--- src/design/cbm_pkg.sv ---
// Shared types, codes and constants of the cartridge bank mapper.
`default_nettype none
package cbm_pkg;

  typedef enum logic [2:0] {
    ActCpuRead  = 3'd0,
    ActCpuWrite = 3'd1,
    ActPpuRead  = 3'd2,
    ActPpuWrite = 3'd3,
    ActTick     = 3'd4
  } action_e;

  typedef enum logic [2:0] {
    TgtNone    = 3'd0,
    TgtOpenBus = 3'd1,
    TgtReg     = 3'd2,
    TgtPrgRam  = 3'd3,
    TgtPrgRom  = 3'd4,
    TgtChrRom  = 3'd5,
    TgtChrRam  = 3'd6,
    TgtNtRam   = 3'd7
  } target_e;

  // CPU 2K windows, address bits 15..11
  localparam logic [4:0] WinAudio = 5'h09;
  localparam logic [4:0] WinCntLo = 5'h0a;
  localparam logic [4:0] WinCntHi = 5'h0b;
  localparam logic [4:0] WinPrg0  = 5'h1c;
  localparam logic [4:0] WinPrg1  = 5'h1d;
  localparam logic [4:0] WinPrg2  = 5'h1e;

  localparam logic [14:0] CountTop     = 15'h7fff;
  localparam logic [5:0]  FixedPrgBank = 6'h3f;
  localparam logic [7:0]  ChrRamBankMin = 8'he0;

  // Bank table: entries 0..11 pattern banks, 12..14 program banks
  localparam int unsigned BankDepth  = 15;
  localparam int unsigned BankAddrW  = $clog2(BankDepth);
  localparam int unsigned BankWidth  = 8;
  localparam logic [BankAddrW-1:0] PrgBankBase = BankAddrW'(12);

  typedef struct packed {
    logic [2:0]  action;
    logic [15:0] address;
    logic [7:0]  write_value;
  } in_req_t;

  typedef struct packed {
    logic [2:0]  target;
    logic [18:0] memory_address;
    logic [7:0]  register_data;
    logic        write_strobe;
    logic [7:0]  write_byte;
    logic        irq_fire;
  } out_req_t;

  // Flop-held mapper state seen by the resolve stage
  typedef struct packed {
    logic [14:0] irq_count;
    logic        irq_enabled;
    logic [1:0]  mirroring;
    logic [1:0]  ram_enables;
    logic        chr_ram_present;
  } map_state_t;

endpackage
`default_nettype wire

--- src/design/cbm_ram.sv ---
// Generic single-write, single-read RAM with registered read data.
`default_nettype none
module cbm_ram #(
  parameter int unsigned Width = 8,
  parameter int unsigned Depth = 16
) (
  input  wire logic                     clk_i,
  input  wire logic                     we_i,
  input  wire logic [$clog2(Depth)-1:0] waddr_i,
  input  wire logic [Width-1:0]         wdata_i,
  input  wire logic                     re_i,
  input  wire logic [$clog2(Depth)-1:0] raddr_i,
  output logic      [Width-1:0]         rdata_o
);

  logic [Width-1:0] mem_q [Depth];

  always_ff @(posedge clk_i) begin
    if (we_i) begin
      mem_q[waddr_i] <= wdata_i;
    end
    if (re_i) begin
      rdata_o <= mem_q[raddr_i];
    end
  end

endmodule
`default_nettype wire

--- src/design/cbm_bank_store.sv ---
// Bank table: RAM plus per-entry valid bits so unwritten entries read as zero.
`default_nettype none
module cbm_bank_store (
  input  wire logic                          clk_i,
  input  wire logic                          rst_ni,
  input  wire logic                          we_i,
  input  wire logic [cbm_pkg::BankAddrW-1:0] waddr_i,
  input  wire logic [cbm_pkg::BankWidth-1:0] wdata_i,
  input  wire logic                          re_i,
  input  wire logic [cbm_pkg::BankAddrW-1:0] raddr_i,
  output logic      [cbm_pkg::BankWidth-1:0] rdata_o
);

  logic [cbm_pkg::BankDepth-1:0] valid_q;
  logic                          rd_valid_q;
  logic [cbm_pkg::BankWidth-1:0] ram_rdata;

  cbm_ram #(
    .Width(cbm_pkg::BankWidth),
    .Depth(cbm_pkg::BankDepth)
  ) u_ram (
    .clk_i  (clk_i),
    .we_i   (we_i),
    .waddr_i(waddr_i),
    .wdata_i(wdata_i),
    .re_i   (re_i),
    .raddr_i(raddr_i),
    .rdata_o(ram_rdata)
  );

  always_ff @(posedge clk_i or negedge rst_ni) begin
    if (!rst_ni) begin
      valid_q    <= '0;
      rd_valid_q <= 1'b0;
    end else begin
      if (we_i) begin
        valid_q[waddr_i] <= 1'b1;
      end
      if (re_i) begin
        rd_valid_q <= valid_q[raddr_i];
      end
    end
  end

  assign rdata_o = rd_valid_q ? ram_rdata : '0;

endmodule
`default_nettype wire

--- src/design/cbm_resolve.sv ---
// Second stage: target and address translation from bank data and state.
`default_nettype none
module cbm_resolve (
  input  wire cbm_pkg::in_req_t              req_i,
  input  wire logic                          fire_i,
  input  wire logic [cbm_pkg::BankWidth-1:0] bank_i,
  input  wire cbm_pkg::map_state_t           state_i,
  output cbm_pkg::out_req_t                  rsp_o
);

  logic [15:0] a;
  logic [4:0]  win;
  logic [7:0]  d;
  logic [10:0] nt_addr;
  logic        nt_hi;
  logic        chr_ram_hit;

  assign a   = req_i.address;
  assign win = a[15:11];
  assign d   = req_i.write_value;

  // nametable bit 10 follows mirroring mode
  always_comb begin
    case (state_i.mirroring)
      2'd0:    nt_hi = 1'b0;
      2'd1:    nt_hi = a[10];
      2'd2:    nt_hi = a[11];
      default: nt_hi = 1'b1;
    endcase
    nt_addr = {nt_hi, a[9:0]};
  end

  assign chr_ram_hit = (bank_i >= cbm_pkg::ChrRamBankMin) && state_i.ram_enables[a[12]];

  always_comb begin
    rsp_o = '0;
    case (cbm_pkg::action_e'(req_i.action))
      cbm_pkg::ActCpuRead: begin
        if (win == cbm_pkg::WinAudio) begin
          rsp_o.target = cbm_pkg::TgtNone;
        end else if (win == cbm_pkg::WinCntLo) begin
          rsp_o.target        = cbm_pkg::TgtReg;
          rsp_o.register_data = state_i.irq_count[7:0];
        end else if (win == cbm_pkg::WinCntHi) begin
          rsp_o.target        = cbm_pkg::TgtReg;
          rsp_o.register_data = {state_i.irq_enabled, state_i.irq_count[14:8]};
        end else if (a[15:13] == 3'b011) begin
          rsp_o.target         = cbm_pkg::TgtPrgRam;
          rsp_o.memory_address = {6'd0, a[12:0]};
        end else if (a[15:13] == 3'b111) begin
          rsp_o.target         = cbm_pkg::TgtPrgRom;
          rsp_o.memory_address = {cbm_pkg::FixedPrgBank, a[12:0]};
        end else if (a[15]) begin
          rsp_o.target         = cbm_pkg::TgtPrgRom;
          rsp_o.memory_address = {bank_i[5:0], a[12:0]};
        end else begin
          rsp_o.target = cbm_pkg::TgtOpenBus;
        end
      end
      cbm_pkg::ActCpuWrite: begin
        if (a[15:12] < 4'h5) begin
          rsp_o.target = cbm_pkg::TgtNone;
        end else if (a[15:12] == 4'h5) begin
          rsp_o.target = cbm_pkg::TgtReg;
        end else if (!a[15]) begin
          rsp_o.target         = cbm_pkg::TgtPrgRam;
          rsp_o.memory_address = {6'd0, a[12:0]};
          rsp_o.write_strobe   = 1'b1;
          rsp_o.write_byte     = d;
        end else begin
          rsp_o.target = cbm_pkg::TgtReg;
        end
      end
      cbm_pkg::ActPpuRead, cbm_pkg::ActPpuWrite: begin
        if (a[13] || (chr_ram_hit && !state_i.chr_ram_present)) begin
          rsp_o.target         = cbm_pkg::TgtNtRam;
          rsp_o.memory_address = {8'd0, nt_addr};
          rsp_o.write_strobe   = req_i.action[0];
          rsp_o.write_byte     = req_i.action[0] ? d : 8'd0;
        end else if (chr_ram_hit) begin
          rsp_o.target         = cbm_pkg::TgtChrRam;
          rsp_o.memory_address = {6'd0, a[12:0]};
          rsp_o.write_strobe   = req_i.action[0];
          rsp_o.write_byte     = req_i.action[0] ? d : 8'd0;
        end else if (req_i.action[0]) begin
          rsp_o.target = cbm_pkg::TgtNone;
        end else begin
          rsp_o.target         = cbm_pkg::TgtChrRom;
          rsp_o.memory_address = {1'b0, bank_i, a[9:0]};
        end
      end
      cbm_pkg::ActTick: begin
        rsp_o.irq_fire = fire_i;
      end
      default: begin
        rsp_o = '0;
      end
    endcase
  end

endmodule
`default_nettype wire

--- src/design/cartridge_bank_mapper_with_irq.sv ---
// Top level of the cartridge bank mapper with IRQ counter.
// One request (CPU read/write, PPU read/write or clock tick) is taken per
// cycle and yields exactly one result; sustained rate is one request
// per cycle while the output side is not stalled. The twelve pattern
// banks and three program banks live in a 15-entry bank RAM with a
// registered read. Stage 0 (at accept) issues the bank read and
// applies every state change: bank writes go to the RAM, counter, enable,
// mirroring and pattern-RAM enable writes go to flops, and a tick steps the
// counter and notes whether it just reached 0x7fff. Because each request
// updates state as it enters, the next request's bank read already sees it,
// so no forwarding is needed. Stage 1 decodes target and translated address
// from the bank read data; the result sits in an output register, and a
// new request is accepted whenever the stage-1 slot can move on. Bank
// entries read as zero until written (per-entry valid bits, no clear pass).
`default_nettype none
module cartridge_bank_mapper_with_irq (
  input  wire logic              clk_i,
  input  wire logic              rst_ni,
  input  wire logic              cfg_we_i,
  input  wire logic              cfg_wdata_i,
  input  wire logic              in_valid_i,
  output logic                   in_ready_o,
  input  wire cbm_pkg::in_req_t  in_req_i,
  output logic                   out_valid_o,
  input  wire logic              out_ready_i,
  output cbm_pkg::out_req_t      out_req_o
);

  // config
  logic chr_ram_present_q;

  // flop state
  logic [14:0] count_q, count_d;
  logic        irq_en_q, irq_en_d;
  logic [1:0]  mirror_q, mirror_d;
  logic [1:0]  ram_en_q, ram_en_d;

  // bank RAM ports
  logic                          bank_we, bank_re;
  logic [cbm_pkg::BankAddrW-1:0] bank_waddr, bank_raddr;
  logic [cbm_pkg::BankWidth-1:0] bank_wdata, bank_rdata;

  // pipeline
  logic              s1_valid_q;
  cbm_pkg::in_req_t  s1_req_q;
  logic              s1_fire_q;
  logic              fire_d;
  logic              out_valid_q;
  cbm_pkg::out_req_t out_req_q;
  cbm_pkg::out_req_t rsp;
  cbm_pkg::map_state_t state;
  logic              s1_advance;
  logic              accept;

  logic [15:0] a;
  logic [4:0]  win;
  logic [7:0]  d;

  assign a   = in_req_i.address;
  assign win = a[15:11];
  assign d   = in_req_i.write_value;

  // stage 1 moves on when the output register is empty or being drained
  assign s1_advance = !out_valid_q || out_ready_i;
  assign in_ready_o = !s1_valid_q || s1_advance;
  assign accept     = in_valid_i && in_ready_o;

  // stage 0: bank read address and state updates
  always_comb begin
    count_d    = count_q;
    irq_en_d   = irq_en_q;
    mirror_d   = mirror_q;
    ram_en_d   = ram_en_q;
    fire_d     = 1'b0;
    bank_we    = 1'b0;
    bank_waddr = '0;
    bank_wdata = '0;
    bank_re    = 1'b0;
    bank_raddr = '0;
    case (cbm_pkg::action_e'(in_req_i.action))
      cbm_pkg::ActCpuRead: begin
        // switchable program window 0x8000-0xdfff
        if (a[15] && (a[14:13] != 2'b11)) begin
          bank_re    = 1'b1;
          bank_raddr = cbm_pkg::PrgBankBase + {2'b00, a[14:13]};
        end
      end
      cbm_pkg::ActCpuWrite: begin
        if (win == cbm_pkg::WinCntLo) begin
          count_d[7:0] = d;
        end else if (win == cbm_pkg::WinCntHi) begin
          count_d[14:8] = d[6:0];
          irq_en_d      = d[7];
        end else if (a[15] && (a[14:13] != 2'b11)) begin
          // pattern bank select, one per 2K window
          bank_we    = 1'b1;
          bank_waddr = a[14:11];
          bank_wdata = d;
        end else if (win == cbm_pkg::WinPrg0) begin
          bank_we    = 1'b1;
          bank_waddr = cbm_pkg::PrgBankBase;
          bank_wdata = {2'b00, d[5:0]};
          mirror_d   = d[7:6];
        end else if (win == cbm_pkg::WinPrg1) begin
          bank_we    = 1'b1;
          bank_waddr = cbm_pkg::PrgBankBase + cbm_pkg::BankAddrW'(1);
          bank_wdata = {2'b00, d[5:0]};
          ram_en_d   = d[7:6];
        end else if (win == cbm_pkg::WinPrg2) begin
          bank_we    = 1'b1;
          bank_waddr = cbm_pkg::PrgBankBase + cbm_pkg::BankAddrW'(2);
          bank_wdata = {2'b00, d[5:0]};
        end
      end
      cbm_pkg::ActPpuRead, cbm_pkg::ActPpuWrite: begin
        if (!a[13]) begin
          bank_re    = 1'b1;
          bank_raddr = {1'b0, a[12:10]};
        end
      end
      cbm_pkg::ActTick: begin
        // count up, hold at the top
        if (irq_en_q && (count_q != cbm_pkg::CountTop)) begin
          count_d = count_q + 15'd1;
          fire_d  = (count_d == cbm_pkg::CountTop);
        end
      end
      default: begin
        fire_d = 1'b0;
      end
    endcase
  end

  cbm_bank_store u_bank_store (
    .clk_i  (clk_i),
    .rst_ni (rst_ni),
    .we_i   (bank_we && accept),
    .waddr_i(bank_waddr),
    .wdata_i(bank_wdata),
    .re_i   (bank_re && accept),
    .raddr_i(bank_raddr),
    .rdata_o(bank_rdata)
  );

  always_ff @(posedge clk_i or negedge rst_ni) begin
    if (!rst_ni) begin
      chr_ram_present_q <= 1'b0;
      count_q           <= '0;
      irq_en_q          <= 1'b0;
      mirror_q          <= '0;
      ram_en_q          <= '0;
      s1_valid_q        <= 1'b0;
      out_valid_q       <= 1'b0;
    end else begin
      if (cfg_we_i) begin
        chr_ram_present_q <= cfg_wdata_i;
      end
      if (accept) begin
        count_q  <= count_d;
        irq_en_q <= irq_en_d;
        mirror_q <= mirror_d;
        ram_en_q <= ram_en_d;
      end
      if (in_ready_o) begin
        s1_valid_q <= in_valid_i;
      end
      if (s1_advance) begin
        out_valid_q <= s1_valid_q;
      end
    end
  end

  // payload registers
  always_ff @(posedge clk_i) begin
    if (accept) begin
      s1_req_q  <= in_req_i;
      s1_fire_q <= fire_d;
    end
    if (s1_advance && s1_valid_q) begin
      out_req_q <= rsp;
    end
  end

  // stage 1: state here already includes this request's own updates,
  // which only ever touch fields that its own result does not read
  assign state = '{
    irq_count:       count_q,
    irq_enabled:     irq_en_q,
    mirroring:       mirror_q,
    ram_enables:     ram_en_q,
    chr_ram_present: chr_ram_present_q
  };

  cbm_resolve u_resolve (
    .req_i  (s1_req_q),
    .fire_i (s1_fire_q),
    .bank_i (bank_rdata),
    .state_i(state),
    .rsp_o  (rsp)
  );

  assign out_valid_o = out_valid_q;
  assign out_req_o   = out_req_q;

endmodule
`default_nettype wire

--- config.mk ---
export PLATFORM = sky130hd
export DESIGN_NAME = cartridge_bank_mapper_with_irq
export DESIGN_NICKNAME = d
export VERILOG_FILES = /design/src/design/cbm_pkg.sv /design/src/design/cbm_ram.sv /design/src/design/cbm_bank_store.sv /design/src/design/cbm_resolve.sv /design/src/design/cartridge_bank_mapper_with_irq.sv
export SDC_FILE = /design/constraint.sdc
export NUM_CORES = 1
export LEC_CHECK = 0
export ABC_AREA = 1
export BUFFER_PORTS_ARGS = -buffer_cell sky130_fd_sc_hd__clkbuf_2
export CAP_MARGIN = 20
export CORE_ASPECT_RATIO = 1.75
export CORE_UTILIZATION = 26
export CTS_CLUSTER_DIAMETER = 50
export DETAILED_ROUTE_END_ITERATION = 7
export GPL_TIMING_DRIVEN = 0
export MAX_ROUTING_LAYER = met4
export PLACE_DENSITY_LB_ADDON = 0.05
export SETUP_SLACK_MARGIN = 0.5
export SLEW_MARGIN = 20
export SYNTH_ARGS = -nofsm -noshare
export SYNTH_HDL_FRONTEND = slang
export SYNTH_SLANG_ARGS = --single-unit
export TNS_END_PERCENT = 1
--- constraint.sdc ---
create_clock -name clk_i -period 4 [get_ports clk_i]
set_clock_uncertainty 0.15 [all_clocks]
set_input_delay 0.4 -clock clk_i [delete_from_list [all_inputs] [get_ports clk_i]]
set_output_delay 0.4 -clock clk_i [all_outputs]
set_load 0.05 [all_outputs]
Word-level counts from Yosys, hierarchy flattened
Memory sizes are Yosys's and may differ from the RTL's. A register that Yosys moved wholly into a read port is not among the register bits.
Index checks and enable logic that the tools add are counted.
{"block": "classes", "mux": 72, "reduce_logical": 28, "n_addsub": 2, "eq_ne": 28, "n_lt_le_gt_ge": 6, "bitwise_logic": 6}
{"cell": "two-way mux 19 bit", "n": 5}
{"cell": "two-way mux 22 bit", "n": 4}
{"cell": "two-way mux 8 bit", "n": 9}
{"cell": "case mux 22 bit (3 select lines)", "n": 1}
{"cell": "two-way mux 9 bit", "n": 5}
{"cell": "two-way mux 4 bit", "n": 8}
{"cell": "case mux 15 bit (2 select lines)", "n": 1}
{"cell": "two-way mux 27 bit", "n": 1}
{"cell": "== test 5 x 4 -> 1 bit, second input constant", "n": 5}
{"cell": "two-way mux 3 bit", "n": 8}
{"cell": "two-way mux 18 bit", "n": 1}
{"cell": "two-way mux 6 bit", "n": 3}
{"cell": "case mux 9 bit (2 select lines)", "n": 1}
{"cell": "two-way mux 1 bit", "n": 16}
{"cell": "adder 15 x 1 -> 15 bit, second input constant", "n": 1}
{"cell": "== test 15 bit, second input constant", "n": 1}
{"cell": "== test 3 x 2 -> 1 bit, second input constant", "n": 5}
{"cell": "== test 5 bit, second input constant", "n": 3}
{"cell": "two-way mux 15 bit", "n": 1}
{"cell": "inequality test 15 bit, second input constant", "n": 1}
{"cell": "bitwise OR 15 bit", "n": 1}
{"cell": "two-way mux 7 bit", "n": 2}
{"cell": "two-way mux 13 bit", "n": 1}
{"cell": "less-than comparator 4 x 5 -> 1 bit, second input constant", "n": 2}
{"cell": "other kinds (29)", "n": 56}
{"block": "word_totals", "n_memories": 1, "regBits": 107, "output_inout_bits": 42, "input_bits": 33, "mem_bits_rw": 120, "elab_cells": 163}
{"name": "u_bank_store.u_ram.mem_q", "words": 15, "word_bits": 8, "read_ports": 1, "rd_clocked_by_memory_dff": 1, "wr": 1, "line": "cbm_ram.sv:16", "source": "logic [Width-1:0] mem_q [Depth];"}

Logic depth before layout (Yosys ltp)
{"block": "depth", "depth_word": 13, "ltp_mapped": 12, "depth_no_buf": 11}

By module
A second synthesis with hierarchy kept.
{"block": "hier_totals", "cells_unflattened": 1117, "hier_area_um2": 10904.2}
{"module": "cbm_ram", "seq_area_each_um2": 3843.7, "cells_per_inst": 511, "instances": 1, "area_each_um2": 5436.5}
{"module": "cartridge_bank_mapper_with_irq", "seq_area_each_um2": 2617.5, "cells_per_inst": 342, "instances": 1, "area_each_um2": 3824.9}
{"module": "cbm_bank_store", "seq_area_each_um2": 400.4, "cells_per_inst": 109, "instances": 1, "area_each_um2": 835.8}
{"module": "cbm_resolve", "seq_area_each_um2": 0.0, "cells_per_inst": 155, "instances": 1, "area_each_um2": 807.0}

Least setup slack after synthesis
Ideal clock, no wire load.
{"block": "synth_timing", "path_type": "reg2reg", "startpoint": "register out_valid_q (netlist: out_valid_o)", "endpoint": "register out_req_q (netlist bit out_req_o[0]) (enable)", "setup_ns": 0.450, "period_less_slack_ns": 3.246, "setup_slack_ns": 0.754, "required_time_ns": 3.400, "path_stages_with_launch": 2, "t_arrival_ns": 2.646, "path_buffers": 0, "cell_sequence": "dfrtp_1 -> a21oi_1"}
{"block": "synth_between", "elab_chain_len": 3}
{"element": "from (decl)", "line": "cartridge_bank_mapper_with_irq.sv:48", "source": "logic out_valid_q;"}
{"element": "from (signal assigned)", "line": "cartridge_bank_mapper_with_irq.sv:168", "source": "out_valid_q <= s1_valid_q;"}
{"element": "zero test 1 bit", "line": "cartridge_bank_mapper_with_irq.sv:64", "source": "assign s1_advance = !out_valid_q || out_ready_i;"}
{"element": "logical OR 1 bit", "line": "cartridge_bank_mapper_with_irq.sv:64"}
{"element": "logical AND 1 bit", "line": "cartridge_bank_mapper_with_irq.sv:179", "source": "if (s1_advance && s1_valid_q) begin"}
{"element": "to (signal assigned)", "line": "cartridge_bank_mapper_with_irq.sv:180", "source": "out_req_q <= rsp;"}
{"element": "to (decl)", "line": "cartridge_bank_mapper_with_irq.sv:49", "source": "cbm_pkg::out_req_t out_req_q;"}
Every way passes these cells.
A chain may end at the register's enable or synchronous reset.

Worst setup path after layout
{"block": "layout_timing", "startpoint": "input port in_req_i[25] (netlist name)", "endpoint": "memory u_bank_store.u_ram.mem_q[2][6] (enable)"}
{"block": "layout_between", "elab_chain_len": 5, "word_cells_on_any_way": 6, "classes_between": "1 x eq/ne; 4 x mux; 1 x reduce/logical"}
{"element": "from (decl)", "line": "cartridge_bank_mapper_with_irq.sv:23", "source": "input wire cbm_pkg::in_req_t in_req_i,"}
{"element": "== test 3 x 1 -> 1 bit (*)", "line": "cartridge_bank_mapper_with_irq.sv:80", "source": "case (cbm_pkg::action_e'(in_req_i.action))"}
{"element": "two-way mux 1 bit", "line": "cartridge_bank_mapper_with_irq.sv:80"}
{"element": "logical AND 1 bit", "line": "cartridge_bank_mapper_with_irq.sv:137", "source": ".we_i (bank_we && accept),"}
{"element": "two-way mux 1 bit", "line": "cbm_ram.sv:19", "source": "if (we_i) begin"}
{"element": "two-way mux 1 bit (implied by the code)", "line": "cbm_ram.sv:20", "source": "mem_q[waddr_i] <= wdata_i;"}
{"element": "to (decl)", "line": "cbm_ram.sv:16"}
Every way passes the cells marked *; elsewhere a longest branch is shown, timed or not.

==> impl_results.md <==
- # IOs: 75
- Crit path required time: 3.94 ns
- Layout Nets: 993
- Pwr/cell area: 458.1 nW/um^2
- Most frequent CP cell: nand2_1
- Core area: 33140 um^2
- Setup violations, final: 0
- Filler cell count: 3493
- Min cycle time layout: 3.089 ns
- Worst-Margin Slew: 1.042 ns
- DRC violation total after the first TritonRoute iteration: 285
- Post-CTS Hold Fix Bufs: 14
- Most frequent cells in the layout: 164 x edfxtp_1, 142 x nand2_1, 120 x inv_1
- CTS H-tree lvls: 4
- Residual DRC: 0
- Reg-to-reg startpoint: out_valid_o
- Synth Net Count: 883
- Starting density of the core: 26.59%
- Cell leakage power: 4.109 nW
- Mapped Cells: 848
- GRT Total Usage: 17.02%
- Clock root cell: clkbuf_16
- Data arrival time of the worst path: 3.03 ns
- Crit-path cells: dlygate4sd3_1, clkbuf_2, inv_1, nand2_1, nor2_4, nand2_1, nor2_2, nand3_1, nor2_1
- Clk_lat worst skew: 0.46 ns
- Routed Antenna Nets: 0
- Count of pins over their slew limit: 0
- Via density: 4.385
- Vias: 6231
- Cell Area, Placed: 9831 um^2
- #FFs+latches synth: 199
- Metal-1 WL: 9.735 mm
- Avg Synthesized Cell Area: 10.39 um^2
- DR WL met3: 728 um
- ANT cells: 0
- Kind of critical path: primary input to flip-flop
- Top cell type's share of synthesized area: 55.89%
- Resized Gates After CTS: 0
- Top FF cell, synth: edfxtp_1
- DR WL met2: 15.77 mm
- Die height: 245.5 um
- Post-DP HPWL: 20.63 mm
- Initial DRT Pass Iterations: 4
- Dpl cells: 1375
- First-pass GRT wire length: 40.88 mm
- Die width: 141.2 um
- Final Hold Violating Endpoints: 35
- Vias in the first global route: 6615
- Yosys top cell by area: edfxtp_1
- VDD IR-drop max: 257.4 uV
- Register area: 5801 um^2
- Layout cells sized above 1: 16.37%
- CTS buffer count: 17
- Die area: 34660 um^2
- Max Cap Viol: 0
- CP startpoint kind: primary input
- Post-Route WL: 26.82 mm
- CP max FO: 9
- Overflow after GRT: 0
- Port Buffer Count: 74
- Reg2reg end: u_bank_store.u_ram.mem_q[2][6]
- Syn Std Cell Area: 8811 um^2
- TritonCTS clock tree: yes
- Worst path max stage delay: 0.74 ns
- Worst-case clock buffer depth: 2
- Dpl ws: 0.9376 ns
- Worst hold path type: primary input to async pin
- Slowest cell on the critical path: nor2_1
- Worst rel slew slack: 30.25%
- Fin worst setup slack: 0.9113 ns
- Fmax: 323.8 MHz
- Unrepaired setup endpoints after global routing: false
- Max layer used: met4
- Fin Hold WS: -0.06888 ns
- GPL Wtd Cong: 0.8695
- Area of the multi-input gates: 2455 um^2
- Reg2reg setup slack: 1.31 ns
- Site Rows: 88
- CP endpoint kind: flip-flop
- Yosys warns: 0
- P&R area growth vs syn: 19.92%
- Number of synthesized flops with an enable pin: 164
- Final period util: 77.22%
- Synth async-reset ratio: 17.59%
- Wirelength per Cell: 18.88 um
- Outcome: finished with violations
- Post-Layout Inst Area: 10570 um^2
- Register area share after synthesis: 65.83%
- Finished Core Util: 31.88%
- Non-filler cells, final: 1421
- Area contributors post-synth: edfxtp_1 56%, dfrtp_1 9.9%, nand2_1 6.0%
- Yosys cell types: 40
- Pin count of the biggest net entering global routing: 36
- Antenna violations before repair: 0
- R2R cell count: 5
- Sinks on the clock net: 199
- Post-CTS setup buffers: 0
- Commonest non-fill, non-tap cell in the layout: edfxtp_1
- Failing checks: negative hold slack
- Clock transition at path regs: 0.07 ns
-- metal layers --
layer	track usage [%]	vias to the layer above
li1	-	3121
met1	16.07	2972
met2	33.75	110
met3	2.668	28
met4	6.266	0
met5	-	-
-- how the worst max path moves through the flow --
| stage | slack (ns) | cells after the start | from | endpoint |
|---|---|---|---|---|
| 6_report | 0.91 | 9 | in_req_i[25] | u_bank_store.u_ram.mem_q[2][6] |
| 3_5_place_dp | 0.94 | 8 | in_req_i[25] | u_bank_store.u_ram.mem_q[5][5] |
| 2_1_floorplan | 0.75 | 1 | out_valid_o | out_req_o[0] |
| 5_1_grt | 0.65 | 9 | in_req_i[25] | u_bank_store.u_ram.mem_q[5][7] |
| 3_3_place_gp | -0.27 | 3 | out_ready_i | out_req_o[35] |
| 4_1_cts | 0.85 | 9 | in_req_i[25] | u_bank_store.u_ram.mem_q[5][5] |
-- logic make-up after synthesis --
family | synth area share, %
and+or+nand+nor | 16.70
DFF | 65.83
AOI/OAI and AO/OA | 9.997
buffers and inverters | 6.660
xor gates and xnor gates | 0.3976
adders and majority gates | 0.2840
muxes | 0.1278
-- synth_stat cells, types with 2 or more instances --
master and instances:
a21oi_1 32, a31oi_1 2, buf_2 10, buf_4 4
clkbuf_1 2, dfrtp_1 35, edfxtp_1 164, ha_1 2
inv_1 121, inv_2 8, nand2_1 142, nand2_2 3
nand3_1 76, nand3_2 2, nand3b_1 2, nand4_1 8
nor2_1 80, nor2_2 4, nor3_1 10, nor3_2 3
o211ai_1 11, o21ai_0 73, o21ai_1 19, o21bai_1 6
o22ai_1 10, or2_2 2, xor2_1 4
-- area by class of cell --
cell class | instances | area share, %
plain buffers | 17 | 0.9355
repair buffers | 91 | 5.352
well taps | 450 | 5.329
flip-flops and latches | 199 | 54.90
clock buffers | 17 | 4.026
clock inverters | 15 | 1.610
multi-input cells | 502 | 23.23
inverters | 130 | 4.618
-- sequential cells by signal (all words and copies together) (netlist names), 2 cells and up --
name                        cells
out_req_o                      40
mirror_q                        2
ram_en_q                        2
u_bank_store.u_ram.mem_q       88
u_bank_store.valid_q           11
s1_req_q                       27
count_q                        15
u_bank_store.u_ram.rdata_o      8
-- worst max-delay path: cells and delay by family --
kind	cells	cell delay, ns
and+or+nand+nor	6	1.82
buffers and inverters	3	0.78
-- where the power goes --
group | switching, W | internal (W)
clock network | 0.000843 | 0.000937
logic | 0.000467 | 0.000158
registers | 0.0000772 | 0.00236
-- stage by stage --
stage / power [W] / TNS (ns) / hold slack, ns
after floorplan: 0.002880 / 0 / -0.04559
after global placement: 0.003102 / -10.45 / 0.2891
after detailed placement: 0.003111 / 0 / 0.2973
after CTS: 0.004919 / 0 / 0.002040
after global routing: 0.005040 / 0 / 0.002577
final: 0.004841 / 0 / -0.06888
Power figures use the tool's default switching activity.
